$ cat config.mk
export PLATFORM = sky130hd
export DESIGN_NAME = stream_find_and_replace_unit_flat
export DESIGN_NICKNAME = d
export VERILOG_FILES = /design/src/sfr_pkg.sv /design/src/sfr_in_if.sv /design/src/sfr_out_if.sv /design/src/sfr_cfg_if.sv /design/src/stream_find_and_replace_unit.sv /design/src/sfr_cfg_regs.sv /design/src/sfr_prefix_cmp.sv /design/src/sfr_seq.sv /design/src/flat_wrapper.sv
export SDC_FILE = /design/constraint.sdc
export NUM_CORES = 1
export LEC_CHECK = 0
export BUFFER_PORTS_ARGS = -buffer_cell sky130_fd_sc_hd__buf_2
export CORE_UTILIZATION = 60
export DETAILED_ROUTE_END_ITERATION = 8
export GPL_ROUTABILITY_DRIVEN = 1
export PLACE_DENSITY_LB_ADDON = 0.25
export SLEW_MARGIN = 20
export SYNTH_ARGS = -nofsm -noshare
export SYNTH_HDL_FRONTEND = slang
export SYNTH_SLANG_ARGS = --single-unit
export TNS_END_PERCENT = 10
$ cat constraint.sdc
create_clock -name clk -period 3.92 [get_ports clk]
set_input_delay 0 -clock clk [delete_from_list [all_inputs] [get_ports clk]]
set_output_delay 0 -clock clk [all_outputs]
set_load 0.01 [all_outputs]
$ cat src/sfr_pkg.sv
// sfr_pkg: shared types and constants of the stream find-and-replace unit
// used by the interfaces, the config registers, the sequencer and the top level
// depends on nothing
`default_nettype none

package sfr_pkg;

	localparam int MAX_PATTERN     = 8;
	localparam int MAX_REPLACEMENT = 8;
	localparam int CHAR_W          = 8;
	localparam int CNT_W           = 4;
	localparam int CFG_IDX_W       = 3;
	localparam int CFG_DATA_W      = 64;

	// register indexes of the config port
	localparam logic [CFG_IDX_W-1:0] REG_PATTERN_BYTES      = 3'd0;
	localparam logic [CFG_IDX_W-1:0] REG_PATTERN_LENGTH     = 3'd1;
	localparam logic [CFG_IDX_W-1:0] REG_REPLACEMENT_BYTES  = 3'd2;
	localparam logic [CFG_IDX_W-1:0] REG_REPLACEMENT_LENGTH = 3'd3;
	localparam logic [CFG_IDX_W-1:0] REG_REPLACE_EVERY      = 3'd4;

	// effective configuration seen by the sequencer
	typedef struct packed {
		logic [MAX_PATTERN-1:0][CHAR_W-1:0]     pat_bytes;
		logic [CNT_W-1:0]                       pat_len;
		logic [MAX_REPLACEMENT-1:0][CHAR_W-1:0] repl_bytes;
		logic [CNT_W-1:0]                       repl_len;
		logic                                   replace_every;
	} cfg_t;

	// one result word handed from the sequencer to the output register
	typedef struct packed {
		logic              push;
		logic [CHAR_W-1:0] ch;
		logic              char_valid;
		logic              run_last;
		logic              string_done;
	} push_t;

	typedef enum logic [6:0] {
		ST_IDLE   = 7'b0000001,
		ST_PRE    = 7'b0000010,
		ST_CHECK  = 7'b0000100,
		ST_REPL   = 7'b0001000,
		ST_POST   = 7'b0010000,
		ST_FLUSH  = 7'b0100000,
		ST_FINISH = 7'b1000000
	} seq_state_t;

endpackage

`default_nettype wire

$ cat src/sfr_in_if.sv
// sfr_in_if: input channel of the find-and-replace unit, one string byte per word
// depends on sfr_pkg
`default_nettype none

interface sfr_in_if;
	logic                      valid;
	logic                      ready;
	logic [sfr_pkg::CHAR_W-1:0] char_in;
	logic                      end_of_string;

	modport source(output valid, char_in, end_of_string, input ready);
	modport sink(input valid, char_in, end_of_string, output ready);
endinterface

`default_nettype wire

$ cat src/sfr_out_if.sv
// sfr_out_if: output channel of the find-and-replace unit, one edited byte per word
// depends on sfr_pkg
`default_nettype none

interface sfr_out_if;
	logic                      valid;
	logic                      ready;
	logic [sfr_pkg::CHAR_W-1:0] char_out;
	logic                      char_valid;
	logic                      run_last;
	logic                      string_done;

	modport source(output valid, char_out, char_valid, run_last, string_done, input ready);
	modport sink(input valid, char_out, char_valid, run_last, string_done, output ready);
endinterface

`default_nettype wire

$ cat src/sfr_cfg_if.sv
// sfr_cfg_if: register write channel of the find-and-replace unit
// depends on sfr_pkg
`default_nettype none

interface sfr_cfg_if;
	logic                          valid;
	logic                          ready;
	logic [sfr_pkg::CFG_IDX_W-1:0]  index;
	logic [sfr_pkg::CFG_DATA_W-1:0] data;

	modport source(output valid, index, data, input ready);
	modport sink(input valid, index, data, output ready);
endinterface

`default_nettype wire

$ cat src/stream_find_and_replace_unit.sv
// stream_find_and_replace_unit: streaming find and replace on a byte string
// Channels: in_ch takes one string byte per word with end_of_string on the last
// byte; out_ch gives the edited string one byte per word, run_last on the last
// word caused by an input byte and string_done on the last word of the string;
// cfg_ch writes pattern, lengths, replacement and mode; the user must write
// them only while idle, as the block itself does not enforce it.
// Each input byte is handled by a sequencer that shares one prefix compare
// unit; in_ch.ready is high only while the sequencer is idle.
// An accepted byte passes the states PRE, CHECK, REPL or POST, FLUSH and
// FINISH, releasing held bytes in PRE, POST and at end of string FLUSH, and
// producing replacement bytes in REPL; in first-only mode after a replacement
// it goes from PRE straight to FLUSH. A new byte is accepted only once the
// sequencer is idle again. The sequencer emits at most one word per cycle.
// An input byte that produces no output (held as a possible match) gives no word;
// at end of string with nothing to send an empty word with char_valid low is sent.
// Reset clears the held count, the replaced flag and the output valid flag and
// sets the registers to pattern length 1, replacement length 0, replace every.
// While out_ch is stalled the output register holds its word and the sequencer
// waits, though it can still accept a byte while idle; config writes are taken every cycle.
// depends on sfr_pkg, the sfr_*_if interfaces, sfr_cfg_regs and sfr_seq
`default_nettype none

module stream_find_and_replace_unit (
	input  wire logic   clk,
	input  wire logic   arst_n,
	sfr_in_if.sink      in_ch,
	sfr_out_if.source   out_ch,
	sfr_cfg_if.sink     cfg_ch
);

	sfr_pkg::cfg_t               cfg;
	sfr_pkg::push_t              push;
	logic                        out_go;
	logic                        out_valid_q;
	logic [sfr_pkg::CHAR_W-1:0]  char_out_q;
	logic                        char_valid_q;
	logic                        run_last_q;
	logic                        string_done_q;

	assign cfg_ch.ready = 1'b1;

	sfr_cfg_regs u_cfg (
		.clk      (clk),
		.arst_n   (arst_n),
		.wr_en    (cfg_ch.valid),
		.wr_index (cfg_ch.index),
		.wr_data  (cfg_ch.data),
		.cfg      (cfg)
	);

	sfr_seq u_seq (
		.clk      (clk),
		.arst_n   (arst_n),
		.cfg      (cfg),
		.in_valid (in_ch.valid),
		.in_char  (in_ch.char_in),
		.in_eos   (in_ch.end_of_string),
		.in_ready (in_ch.ready),
		.out_go   (out_go),
		.push     (push)
	);

	// output register, free when empty or being taken
	assign out_go = !out_valid_q || out_ch.ready;

	always_ff @(posedge clk or negedge arst_n) begin
		if (!arst_n) begin
			out_valid_q <= 1'b0;
		end else if (push.push) begin
			out_valid_q <= 1'b1;
		end else if (out_ch.ready) begin
			out_valid_q <= 1'b0;
		end
	end

	always_ff @(posedge clk) begin
		if (push.push) begin
			char_out_q    <= push.ch;
			char_valid_q  <= push.char_valid;
			run_last_q    <= push.run_last;
			string_done_q <= push.string_done;
		end
	end

	assign out_ch.valid       = out_valid_q;
	assign out_ch.char_out    = char_out_q;
	assign out_ch.char_valid  = char_valid_q;
	assign out_ch.run_last    = run_last_q;
	assign out_ch.string_done = string_done_q;

endmodule

`default_nettype wire

$ cat src/sfr_cfg_regs.sv
// sfr_cfg_regs: configuration registers and effective length clamping
// depends on sfr_pkg
`default_nettype none

module sfr_cfg_regs (
	input  wire logic                           clk,
	input  wire logic                           arst_n,
	input  wire logic                           wr_en,
	input  wire logic [sfr_pkg::CFG_IDX_W-1:0]  wr_index,
	input  wire logic [sfr_pkg::CFG_DATA_W-1:0] wr_data,
	output sfr_pkg::cfg_t                       cfg
);

	logic [sfr_pkg::CFG_DATA_W-1:0] pat_bytes_q;
	logic [sfr_pkg::CNT_W-1:0]      pat_len_q;
	logic [sfr_pkg::CFG_DATA_W-1:0] repl_bytes_q;
	logic [sfr_pkg::CNT_W-1:0]      repl_len_q;
	logic                           replace_every_q;

	// register writes, unknown indexes are dropped
	always_ff @(posedge clk or negedge arst_n) begin
		if (!arst_n) begin
			pat_bytes_q     <= '0;
			pat_len_q       <= sfr_pkg::CNT_W'(1);
			repl_bytes_q    <= '0;
			repl_len_q      <= '0;
			replace_every_q <= 1'b1;
		end else if (wr_en) begin
			unique case (wr_index)
				sfr_pkg::REG_PATTERN_BYTES:      pat_bytes_q     <= wr_data;
				sfr_pkg::REG_PATTERN_LENGTH:     pat_len_q       <= wr_data[sfr_pkg::CNT_W-1:0];
				sfr_pkg::REG_REPLACEMENT_BYTES:  repl_bytes_q    <= wr_data;
				sfr_pkg::REG_REPLACEMENT_LENGTH: repl_len_q      <= wr_data[sfr_pkg::CNT_W-1:0];
				sfr_pkg::REG_REPLACE_EVERY:      replace_every_q <= wr_data[0];
				default: ;
			endcase
		end
	end

	// clamp lengths: pattern 1..8, replacement 0..8
	always_comb begin
		cfg.pat_bytes     = pat_bytes_q;
		cfg.repl_bytes    = repl_bytes_q;
		cfg.replace_every = replace_every_q;
		if (pat_len_q == '0) begin
			cfg.pat_len = sfr_pkg::CNT_W'(1);
		end else if (pat_len_q > sfr_pkg::CNT_W'(sfr_pkg::MAX_PATTERN)) begin
			cfg.pat_len = sfr_pkg::CNT_W'(sfr_pkg::MAX_PATTERN);
		end else begin
			cfg.pat_len = pat_len_q;
		end
		if (repl_len_q > sfr_pkg::CNT_W'(sfr_pkg::MAX_REPLACEMENT)) begin
			cfg.repl_len = sfr_pkg::CNT_W'(sfr_pkg::MAX_REPLACEMENT);
		end else begin
			cfg.repl_len = repl_len_q;
		end
	end

endmodule

`default_nettype wire

$ cat src/sfr_prefix_cmp.sv
// sfr_prefix_cmp: shared compare unit, checks the first n held bytes against the pattern
// depends on sfr_pkg
`default_nettype none

module sfr_prefix_cmp (
	input  wire logic [sfr_pkg::MAX_PATTERN-1:0][sfr_pkg::CHAR_W-1:0] held,
	input  wire logic [sfr_pkg::MAX_PATTERN-1:0][sfr_pkg::CHAR_W-1:0] pattern,
	input  wire logic [sfr_pkg::CNT_W-1:0]                            n,
	output logic                                                      is_prefix
);

	logic [sfr_pkg::MAX_PATTERN-1:0] hit;

	// positions at or past n always agree
	always_comb begin
		for (int i = 0; i < sfr_pkg::MAX_PATTERN; i++) begin
			hit[i] = (sfr_pkg::CNT_W'(i) >= n) || (held[i] == pattern[i]);
		end
		is_prefix = &hit;
	end

endmodule

`default_nettype wire

$ cat src/sfr_seq.sv
// sfr_seq: held-byte sequencer, one release or replacement byte per cycle unless stalled
// depends on sfr_pkg and sfr_prefix_cmp
`default_nettype none

module sfr_seq (
	input  wire logic                        clk,
	input  wire logic                        arst_n,
	input  wire sfr_pkg::cfg_t               cfg,
	input  wire logic                        in_valid,
	input  wire logic [sfr_pkg::CHAR_W-1:0]  in_char,
	input  wire logic                        in_eos,
	output logic                             in_ready,
	input  wire logic                        out_go,
	output sfr_pkg::push_t                   push
);

	sfr_pkg::seq_state_t                                    state_q, state_d;
	logic [sfr_pkg::MAX_PATTERN-1:0][sfr_pkg::CHAR_W-1:0]   held_q;
	logic [sfr_pkg::CNT_W-1:0]                              cnt_q;
	logic [sfr_pkg::CNT_W-1:0]                              idx_q;
	logic                                                   replaced_q;
	logic [sfr_pkg::CHAR_W-1:0]                             char_q;
	logic                                                   eos_q;
	logic                                                   pend_v_q;
	logic [sfr_pkg::CHAR_W-1:0]                             pend_c_q;

	logic                        pfx;
	logic                        bypass;
	logic                        rel_match;
	logic                        rel_pre;
	logic                        full_match;
	logic                        step;
	logic                        prod;
	logic                        shift;
	logic                        append;
	logic [sfr_pkg::CHAR_W-1:0]  prod_byte;

	sfr_prefix_cmp u_cmp (
		.held      (held_q),
		.pattern   (cfg.pat_bytes),
		.n         (cnt_q),
		.is_prefix (pfx)
	);

	// release and match decisions
	assign bypass     = replaced_q && !cfg.replace_every;
	assign rel_match  = (cnt_q != '0) && !((cnt_q < cfg.pat_len) && pfx);
	assign rel_pre    = bypass ? (cnt_q != '0) : rel_match;
	assign full_match = (cnt_q == cfg.pat_len) && pfx;
	assign step       = (state_q == sfr_pkg::ST_IDLE) || out_go;
	assign in_ready   = (state_q == sfr_pkg::ST_IDLE);

	// next state and the byte produced this cycle
	always_comb begin
		state_d   = state_q;
		prod      = 1'b0;
		shift     = 1'b0;
		append    = 1'b0;
		prod_byte = held_q[0];
		unique case (state_q)
			sfr_pkg::ST_IDLE: begin
				if (in_valid) state_d = sfr_pkg::ST_PRE;
			end
			sfr_pkg::ST_PRE: begin
				if (rel_pre) begin
					prod  = 1'b1;
					shift = 1'b1;
				end else if (bypass) begin
					prod      = 1'b1;
					prod_byte = char_q;
					state_d   = sfr_pkg::ST_FLUSH;
				end else begin
					append  = 1'b1;
					state_d = sfr_pkg::ST_CHECK;
				end
			end
			sfr_pkg::ST_CHECK: begin
				state_d = full_match ? sfr_pkg::ST_REPL : sfr_pkg::ST_POST;
			end
			sfr_pkg::ST_REPL: begin
				if (idx_q < cfg.repl_len) begin
					prod      = 1'b1;
					prod_byte = cfg.repl_bytes[idx_q[2:0]];
				end else begin
					state_d = sfr_pkg::ST_FLUSH;
				end
			end
			sfr_pkg::ST_POST: begin
				if (rel_match) begin
					prod  = 1'b1;
					shift = 1'b1;
				end else begin
					state_d = sfr_pkg::ST_FLUSH;
				end
			end
			sfr_pkg::ST_FLUSH: begin
				if (eos_q && (cnt_q != '0)) begin
					prod  = 1'b1;
					shift = 1'b1;
				end else begin
					state_d = sfr_pkg::ST_FINISH;
				end
			end
			sfr_pkg::ST_FINISH: begin
				state_d = sfr_pkg::ST_IDLE;
			end
			default: state_d = sfr_pkg::ST_IDLE;
		endcase
	end

	// a produced byte waits in the pending slot so the last one can be flagged
	always_comb begin
		push.push        = 1'b0;
		push.ch          = pend_c_q;
		push.char_valid  = 1'b1;
		push.run_last    = 1'b0;
		push.string_done = 1'b0;
		if (state_q == sfr_pkg::ST_FINISH) begin
			push.push        = out_go && (pend_v_q || eos_q);
			push.ch          = pend_v_q ? pend_c_q : '0;
			push.char_valid  = pend_v_q;
			push.run_last    = 1'b1;
			push.string_done = eos_q;
		end else begin
			push.push = out_go && prod && pend_v_q;
		end
	end

	// control state
	always_ff @(posedge clk or negedge arst_n) begin
		if (!arst_n) begin
			state_q    <= sfr_pkg::ST_IDLE;
			cnt_q      <= '0;
			idx_q      <= '0;
			replaced_q <= 1'b0;
			pend_v_q   <= 1'b0;
		end else if (step) begin
			state_q <= state_d;
			if (shift) cnt_q <= cnt_q - sfr_pkg::CNT_W'(1);
			if (append) cnt_q <= cnt_q + sfr_pkg::CNT_W'(1);
			if (state_q == sfr_pkg::ST_CHECK) begin
				idx_q <= '0;
				if (full_match) begin
					cnt_q      <= '0;
					replaced_q <= 1'b1;
				end
			end
			if ((state_q == sfr_pkg::ST_REPL) && prod) idx_q <= idx_q + sfr_pkg::CNT_W'(1);
			if ((state_q == sfr_pkg::ST_FLUSH) && !prod && eos_q) begin
				cnt_q      <= '0;
				replaced_q <= 1'b0;
			end
			if (prod) pend_v_q <= 1'b1;
			if (state_q == sfr_pkg::ST_FINISH) pend_v_q <= 1'b0;
		end
	end

	// held bytes and captured input word
	always_ff @(posedge clk) begin
		if (in_valid && in_ready) begin
			char_q <= in_char;
			eos_q  <= in_eos;
		end
		if (step) begin
			if (prod) pend_c_q <= prod_byte;
			if (shift) begin
				for (int i = 0; i < sfr_pkg::MAX_PATTERN - 1; i++) begin
					held_q[i] <= held_q[i+1];
				end
			end
			if (append) held_q[cnt_q[2:0]] <= char_q;
		end
	end

endmodule

`default_nettype wire
$ cat src/flat_wrapper.sv
// flat-port wrapper written by rule: the top's interface ports become plain ports
module stream_find_and_replace_unit_flat 
  (clk, arst_n, in_ch_valid, in_ch_char_in, in_ch_end_of_string, in_ch_ready, out_ch_valid, out_ch_char_out, out_ch_char_valid, out_ch_run_last, out_ch_string_done, out_ch_ready, cfg_ch_valid, cfg_ch_index, cfg_ch_data, cfg_ch_ready);
  sfr_in_if in_ch_i ();
  sfr_out_if out_ch_i ();
  sfr_cfg_if cfg_ch_i ();
  input  wire logic clk;
  input  wire logic arst_n;
  input wire logic [$bits(in_ch_i.valid)-1:0] in_ch_valid;
  input wire logic [$bits(in_ch_i.char_in)-1:0] in_ch_char_in;
  input wire logic [$bits(in_ch_i.end_of_string)-1:0] in_ch_end_of_string;
  output wire logic [$bits(in_ch_i.ready)-1:0] in_ch_ready;
  output wire logic [$bits(out_ch_i.valid)-1:0] out_ch_valid;
  output wire logic [$bits(out_ch_i.char_out)-1:0] out_ch_char_out;
  output wire logic [$bits(out_ch_i.char_valid)-1:0] out_ch_char_valid;
  output wire logic [$bits(out_ch_i.run_last)-1:0] out_ch_run_last;
  output wire logic [$bits(out_ch_i.string_done)-1:0] out_ch_string_done;
  input wire logic [$bits(out_ch_i.ready)-1:0] out_ch_ready;
  input wire logic [$bits(cfg_ch_i.valid)-1:0] cfg_ch_valid;
  input wire logic [$bits(cfg_ch_i.index)-1:0] cfg_ch_index;
  input wire logic [$bits(cfg_ch_i.data)-1:0] cfg_ch_data;
  output wire logic [$bits(cfg_ch_i.ready)-1:0] cfg_ch_ready;
  assign in_ch_i.valid = in_ch_valid;
  assign in_ch_i.char_in = in_ch_char_in;
  assign in_ch_i.end_of_string = in_ch_end_of_string;
  assign in_ch_ready = in_ch_i.ready;
  assign out_ch_valid = out_ch_i.valid;
  assign out_ch_char_out = out_ch_i.char_out;
  assign out_ch_char_valid = out_ch_i.char_valid;
  assign out_ch_run_last = out_ch_i.run_last;
  assign out_ch_string_done = out_ch_i.string_done;
  assign out_ch_i.ready = out_ch_ready;
  assign cfg_ch_i.valid = cfg_ch_valid;
  assign cfg_ch_i.index = cfg_ch_index;
  assign cfg_ch_i.data = cfg_ch_data;
  assign cfg_ch_ready = cfg_ch_i.ready;
  stream_find_and_replace_unit u_core (.clk(clk), .arst_n(arst_n), .in_ch(in_ch_i), .out_ch(out_ch_i), .cfg_ch(cfg_ch_i));
endmodule
==> results of run 1 <==
## cells in the mapped netlist, types with 7 or more instances
master      n  area, sq um
dfrtp_1   152         3804
mux2_2    139         1565
edfxtp_1   92         2763
nor2_1     85        319.1
a21oi_1    72        360.4
mux2i_1    64        640.6
xor2_1     49        429.2
clkbuf_1   25        93.84
nand2_1    24        90.09
nor2b_1    17        106.4
mux4_2     16        360.4
xnor2_1    16        140.1
nor4_1     13        81.33
ha_1       12        150.1
nand4_1    12        75.07
nand3_1    11        55.05
nor3_1     10        50.05
buf_4       9        67.56
inv_1       9        33.78
o21ai_0     9        45.04
a221o_1     8        80.08
buf_1       7        26.28
## final timing paths
kind,slack (ns),start,end,cells past startpoint
worst max-delay path,0.37,u_core.u_seq.cnt_q[0],u_core.u_seq.held_q[0],11
worst min-delay path,0.04,arst_n,u_core.u_cfg.repl_bytes_q[7],2
worst max register to register,0.37,u_core.u_seq.cnt_q[0],u_core.u_seq.held_q[0],11
worst min register to register,0.50,u_core.u_seq.replaced_q,u_core.u_seq.replaced_q,1
max in group asynchronous,2.96,arst_n,u_core.u_cfg.pat_bytes_q[62],3
min in group clk,0.11,in_ch_valid,u_core.u_seq.char_q[7],2
## logic make-up after synthesis
kind of cell	synth area share [%]
xor+xnor	4.784
flops	55.84
fa+ha+maj	1.262
simple gates	8.527
other cells	0.03151
buf+inv	2.103
mux	21.56
compound gates	5.888
## routing by layer
layer,global-route usage [%],wire (um),vias to the layer above
li1,-,-,3699
met1,40.88,12550,4062
met2,50.57,14450,295
met3,4.594,1586,68
met4,10.64,1051,2
met5,0,9,-
## power groups by stage
stage	logic [mW]	registers, mW	clock network (mW)
3_5_place_dp	2.72	4.49	0
5_1_grt	3.08	4.54	2.53
2_1_floorplan	2.11	4.13	0
3_3_place_gp	2.65	4.46	0
6_report	2.84	4.47	2.40
4_1_cts	2.80	4.45	2.42
## cell usage in the layout (no fill, tap or decap), types with 8 or more instances in the layout
cell,count
buf_4,16
a221o_1,8
nand3_1,11
mux4_2,16
nand4_1,12
clkbuf_1,9
ha_1,12
xor2_1,49
buf_2,92
mux2_2,139
inv_1,9
xnor2_1,16
nor2b_1,17
edfxtp_1,92
clkbuf_16,26
dfrtp_1,152
nor2_1,85
mux2i_1,64
nand2_1,24
a21oi_1,72
o21ai_0,9
dlygate4sd3_1,83
nor3_1,10
nor4_1,11
## layout make-up
class	instances	area [sq um]
sequential	247	6645
multi-input combinational	608	5050
tap	265	331.6
clock buffer	40	753.2
clock inverter	8	78.83
inverter	10	37.54
fill	1226	5064
timing repair buffer	196	1503
## registers in the layout (all words and copies together), names as in the netlist
name                          count
u_core.u_cfg.pat_bytes_q         64
u_core.u_seq.held_q              64
u_core.u_cfg.replace_every_q      1
u_core.out_ch.valid               1
u_core.u_seq.cnt_q                4
u_core.u_cfg.pat_len_q            4
u_core.u_seq.char_q               8
u_core.u_seq.eos_q                1
u_core.out_ch.char_out            8
u_core.u_seq.pend_v_q             1
u_core.u_seq.pend_c_q             8
u_core.out_ch.string_done         1
u_core.out_ch.char_valid          1
u_core.u_cfg.repl_bytes_q        64
u_core.u_seq.state_q              7
u_core.u_seq.idx_q                4
u_core.out_ch.run_last            1
u_core.u_seq.replaced_q           1
u_core.u_cfg.repl_len_q           4
## stage by stage
stage / setup slack, ns / utilization (%) / power [mW] / area (sq um)
floorplan: 0.3780 / - / 6.242 / 11900
global placement: 0.2925 / 65.37 / 7.112 / 12720
detailed placement: 0.3165 / 65.37 / 7.210 / 12720
CTS: 0.2656 / 73.92 / 9.665 / 14390
global route: 0.06409 / 73.98 / 10.15 / 14400
finish: 0.3732 / 73.98 / 9.707 / 14400
## worst reg2reg max path, stage by stage (launching register included)
cell and delay (ns):
dfrtp_1 0.37, inv_1 0.20, ha_1 0.24, inv_1 0.09, nor3_1 0.35, a21oi_1 0.15
a2111oi_4 0.38, nand4_2 0.23, a21boi_2 0.52, nand2_1 0.46, nor2_1 0.21, a21oi_1 0.05
## what timing repair did
item	CTS	global route
hold buffers	83	0
hold endpoints to repair	216	0
resized for setup	0	2
setup endpoints to repair	0	19
==> results.toml, run 1 <==
[status]
outcome = "completed"

[place]
numPortBuffers = 93
place_hpwl_mm = 20.01
dp_cells = 1243
gp_congestion = 0.9154

[cts]
clk_pin_slew_ns = 0.06
cts_buffer_depth = 3
cts_setup_buffers = 0
htreeDepth = 1
numClockSinks = 247
root_buffer = "clkbuf_16"
cts_tree = "yes"
clock_latency_ns = 0.54
cts-buffers-inserted = 26

[logic_synthesis]
synth_seq_cells = 247
syn_nets = 1004
synthFlopType = "dfrtp_1"
synth_cells = 911
ys_types = 57
syn_avg_cell_area_sq_um = 13.06
yosysWarnings = 0
synth_edf_count = 92
ys_seq_area_share_pct = 55.84
syn_area_sq_um = 11900
ys_async_sr_fraction_pct = 62.75

[floorplan]
die-area_sq_um = 20400
coreArea_sq_um = 19460
die_w_um = 142.8
start_util_pct = 61.14
num_io_pins = 95
row_count = 51
die_h_um = 142.8

[cells_and_area]
area_growth_pct = 21.00
diodes = 0
nets = 1182
layout.cells.non_filler = 1374
layout-drive-gt1-share_pct = 29.31

[hold_path]
hold_class = "input port to async pin"

[power_and_ir_drop]
swShare_pct = 33.12
ir_worst_vdd_v = 0.0004165
power_density_nw_per_um2 = 674.2
p_seq_share_pct = 46.1
p_int_mw = 6.492
p_leak_nw = 6.200
clockPowerShare_pct = 24.7
combPwrFrac_pct = 29.2
p_sw_mw = 3.215

[global_route]
grt_pass1_vias = 8128
grt_max_degree = 88
antenna_found_initial = 1
grt_pass1_wl_mm = 46.18
grt_overflow = 0
track_usage_pct = 30.39

[drt]
detail-route-antenna-nets = 0
detail_route.vias_per_cell = 5.914
drt_iter0_markers = 725
routed_wl_mm = 29.65
dr.pass1.iters = 5
route.detailed.drc = 0
routedWlPerCell_um = 21.58
num_vias = 8126

[sta]
setup_tns_ns = 0
finalCriticalPeriod_ns = 3.547
fin_crit_sh_pct = 90.48
holdWs_ns = 0.03896
fmax_mhz = 281.9
rsz0062_at_grt = "false"
slew-limit-headroom_pct = 40.87
skew_ns = 0.02022
finalSetupViolations = 0
slew_violations = 0
hold_violations = 0
worst_pin_slew_ns = 0.8870

[worst_setup_path]
required_ns = 4.18
crit_slowest_cell = "a21boi_2"
critPathCaptureType = "register"
critPathLaunchType = "register"
critPathArrivalTime_ns = 3.81
crit_chain = "inv_1, ha_1, inv_1, nor3_1, a21oi_1, a2111oi_4, nand4_2, a21boi_2, nand2_1, nor2_1, a21oi_1"
path_buf_inv = 2
cp_top_family = "simple AND/OR/NAND/NOR gates"
crit_fanout = 16
critPathMaxStageDelay_ns = 0.52
crit_type = "register to register"

[flow_run]
maxCapViolCount = 0
(Power assumes the default switching activity.)
==> inputs of run 2 (changes only) <==
--- a/config.mk
+++ b/config.mk
@@ -6,6 +6,7 @@
 export NUM_CORES = 1
 export LEC_CHECK = 0
 export BUFFER_PORTS_ARGS = -buffer_cell sky130_fd_sc_hd__buf_2
+export CORE_MARGIN = 2
 export CORE_UTILIZATION = 60
 export DETAILED_ROUTE_END_ITERATION = 8
 export GPL_ROUTABILITY_DRIVEN = 1
==> results.toml, run 2 (synthesis gave the netlist of run 1 again) <==
[status]
outcome = "completed"

[floorplan]
die_h_um = 144.8
die-area_sq_um = 20980
num_io_pins = 95
die_w_um = 144.8
start_util_pct = 61.14
coreArea_sq_um = 19460
row_count = 51

[cells_and_area]
final_common_cell = "dfrtp_1"
diodes = 0
area_growth_pct = 21.15
fillers = 1291
design_area_sq_um = 14420
layout.cells.non_filler = 1373
nets = 1181
most-common-layout-cells = "dfrtp_1 (152), mux2_2 (139), buf_2 (92), edfxtp_1 (92), nor2_1 (85)"
layout-drive-gt1-share_pct = 29.33
fin_util_pct = 74.08
top_regs = "u_core.u_cfg.pat_bytes_q x64, u_core.u_cfg.repl_bytes_q x64, u_core.u_seq.held_q x64"

[flow_run]
maxCapViolCount = 0

[cts]
cts_tree = "yes"
clk_pin_slew_ns = 0.06
numClockSinks = 247
htreeDepth = 1
cts-buffers-inserted = 26
cts_buffer_depth = 3
root_buffer = "clkbuf_16"
clock_latency_ns = 0.54

[worst_setup_path]
path_buf_inv = 3
crit_type = "register to register"
crit_chain = "inv_1, ha_1, inv_1, nor3_1, a21oi_1, a2111oi_4, nand4_2, o21ai_4, buf_12, nor2b_1, o311a_1, nor3_1"
critPathLaunchType = "register"
crit_fanout = 61
cp_top_family = "compound AO/OA/AOI/OAI gates"
reg2reg_from = "u_core.u_seq.cnt_q[0]"
required_ns = 4.37
critPathArrivalTime_ns = 4.07
critPathMaxStageDelay_ns = 0.40
critPathCaptureType = "register"
crit_slowest_cell = "a2111oi_4"
crit_path_start = "u_core.u_seq.cnt_q[0]"
regToRegSetupSlack_ns = 0.30

[place]
numPortBuffers = 93
dp_cells = 1243
gp_congestion = 0.8926
place_area_sq_um = 12700
pre_cts_ws_ns = 0.2948
place_hpwl_mm = 19.91

[global_route]
grt_use_met1_pct = 39.64
grt_util_met3_pct = 5.397
track_usage_pct = 29.57
grt_pass1_wl_mm = 46.22
grt_overflow = 0
antenna_found_initial = 0
top_usage_layer = "met2"
gr-usage-met2_pct = 49.28
grt_pass1_vias = 8223
grt_max_degree = 87

[drt]
route.detailed.drc = 0
dr.pass1.iters = 9
num_vias = 8130
drt_iter0_markers = 710
detail-route-antenna-nets = 0
routedWlPerCell_um = 21.89
routed_wl_mm = 30.06
detail_route.vias_per_cell = 5.921

[sta]
slew_violations = 0
finalSetupViolations = 0
fmax_mhz = 276.2
finalCriticalPeriod_ns = 3.621
rsz0062_at_grt = "false"
setup_tns_ns = 0
skew_ns = 0.01324
fin_crit_sh_pct = 92.37
final.setup.worst_slack_ns = 0.2990
worst_pin_slew_ns = 0.9266
hold_violations = 0
slew-limit-headroom_pct = 38.22

[power_and_ir_drop]
p_leak_nw = 6.207
power_density_nw_per_um2 = 679.6
ir_worst_vdd_v = 0.0004203

[hold_path]
hold_class = "input port to async pin"
-- run 2: changes by cell type in the layout (fill, tap and decap cells not counted), sizes merged --
cell         change
dlygate4sd3      -1
clkbuf           -5
clkinvlp         -1
bufinv           +2
clkinv           +4
-- run 2: worst paths after layout --
| path | cells past startpoint | end |
|---|---|---|
| max reg2reg | 12 | u_core.u_seq.cnt_q[3] |
| max in group asynchronous | 3 | u_core.u_cfg.pat_bytes_q[0] |
| min reg2reg | 1 | u_core.u_seq.replaced_q |
| max | 12 | u_core.u_seq.cnt_q[3] |
| min | 2 | u_core.u_cfg.pat_bytes_q[34] |
| min in group clk | 2 | u_core.u_seq.char_q[2] |
-- run 2: layer usage --
metal / wire, um / vias to the layer above
li1: - / 3712
met1: 12530 / 4092
met2: 14820 / 272
met3: 1797 / 54
met4: 916 / 0
met5: 0 / -
-- run 2: through the flow --
step           hold WS [ns]  total power, mW
2_1_floorplan       -0.2956            6.242
3_3_place_gp         0.1206            7.084
3_5_place_dp         0.1265            7.189
4_1_cts              0.1052            9.764
5_1_grt              0.1252            10.27
6_report            0.08692            9.798
-- run 2: layout make-up --
class	count	area, sq um	area share (%)
Clock inverter	13	150.1	1.041
Tap cell	265	331.6	2.300
Multi-Input combinational cell	608	5060	35.09
Clock buffer	35	725.7	5.033
Inverter	10	37.54	0.2603
Sequential cell	247	6645	46.09
Timing Repair Buffer	195	1468	10.18
-- run 2: timing repair --
action	4_1_cts	5_1_grt
endpoints found under the setup margin	0	32
hold buffers	82	0
setup buffers	0	0
resized for setup	0	4
endpoints found under the hold margin	230	0
-- run 2: power by group --
| part | switching (mW) | internal [mW] | total (mW) |
|---|---|---|---|
| Sequential | 0.813 | 3.67 | 4.48 |
| Combinational | 1.40 | 1.41 | 2.81 |
| Clock | 1.01 | 1.50 | 2.51 |
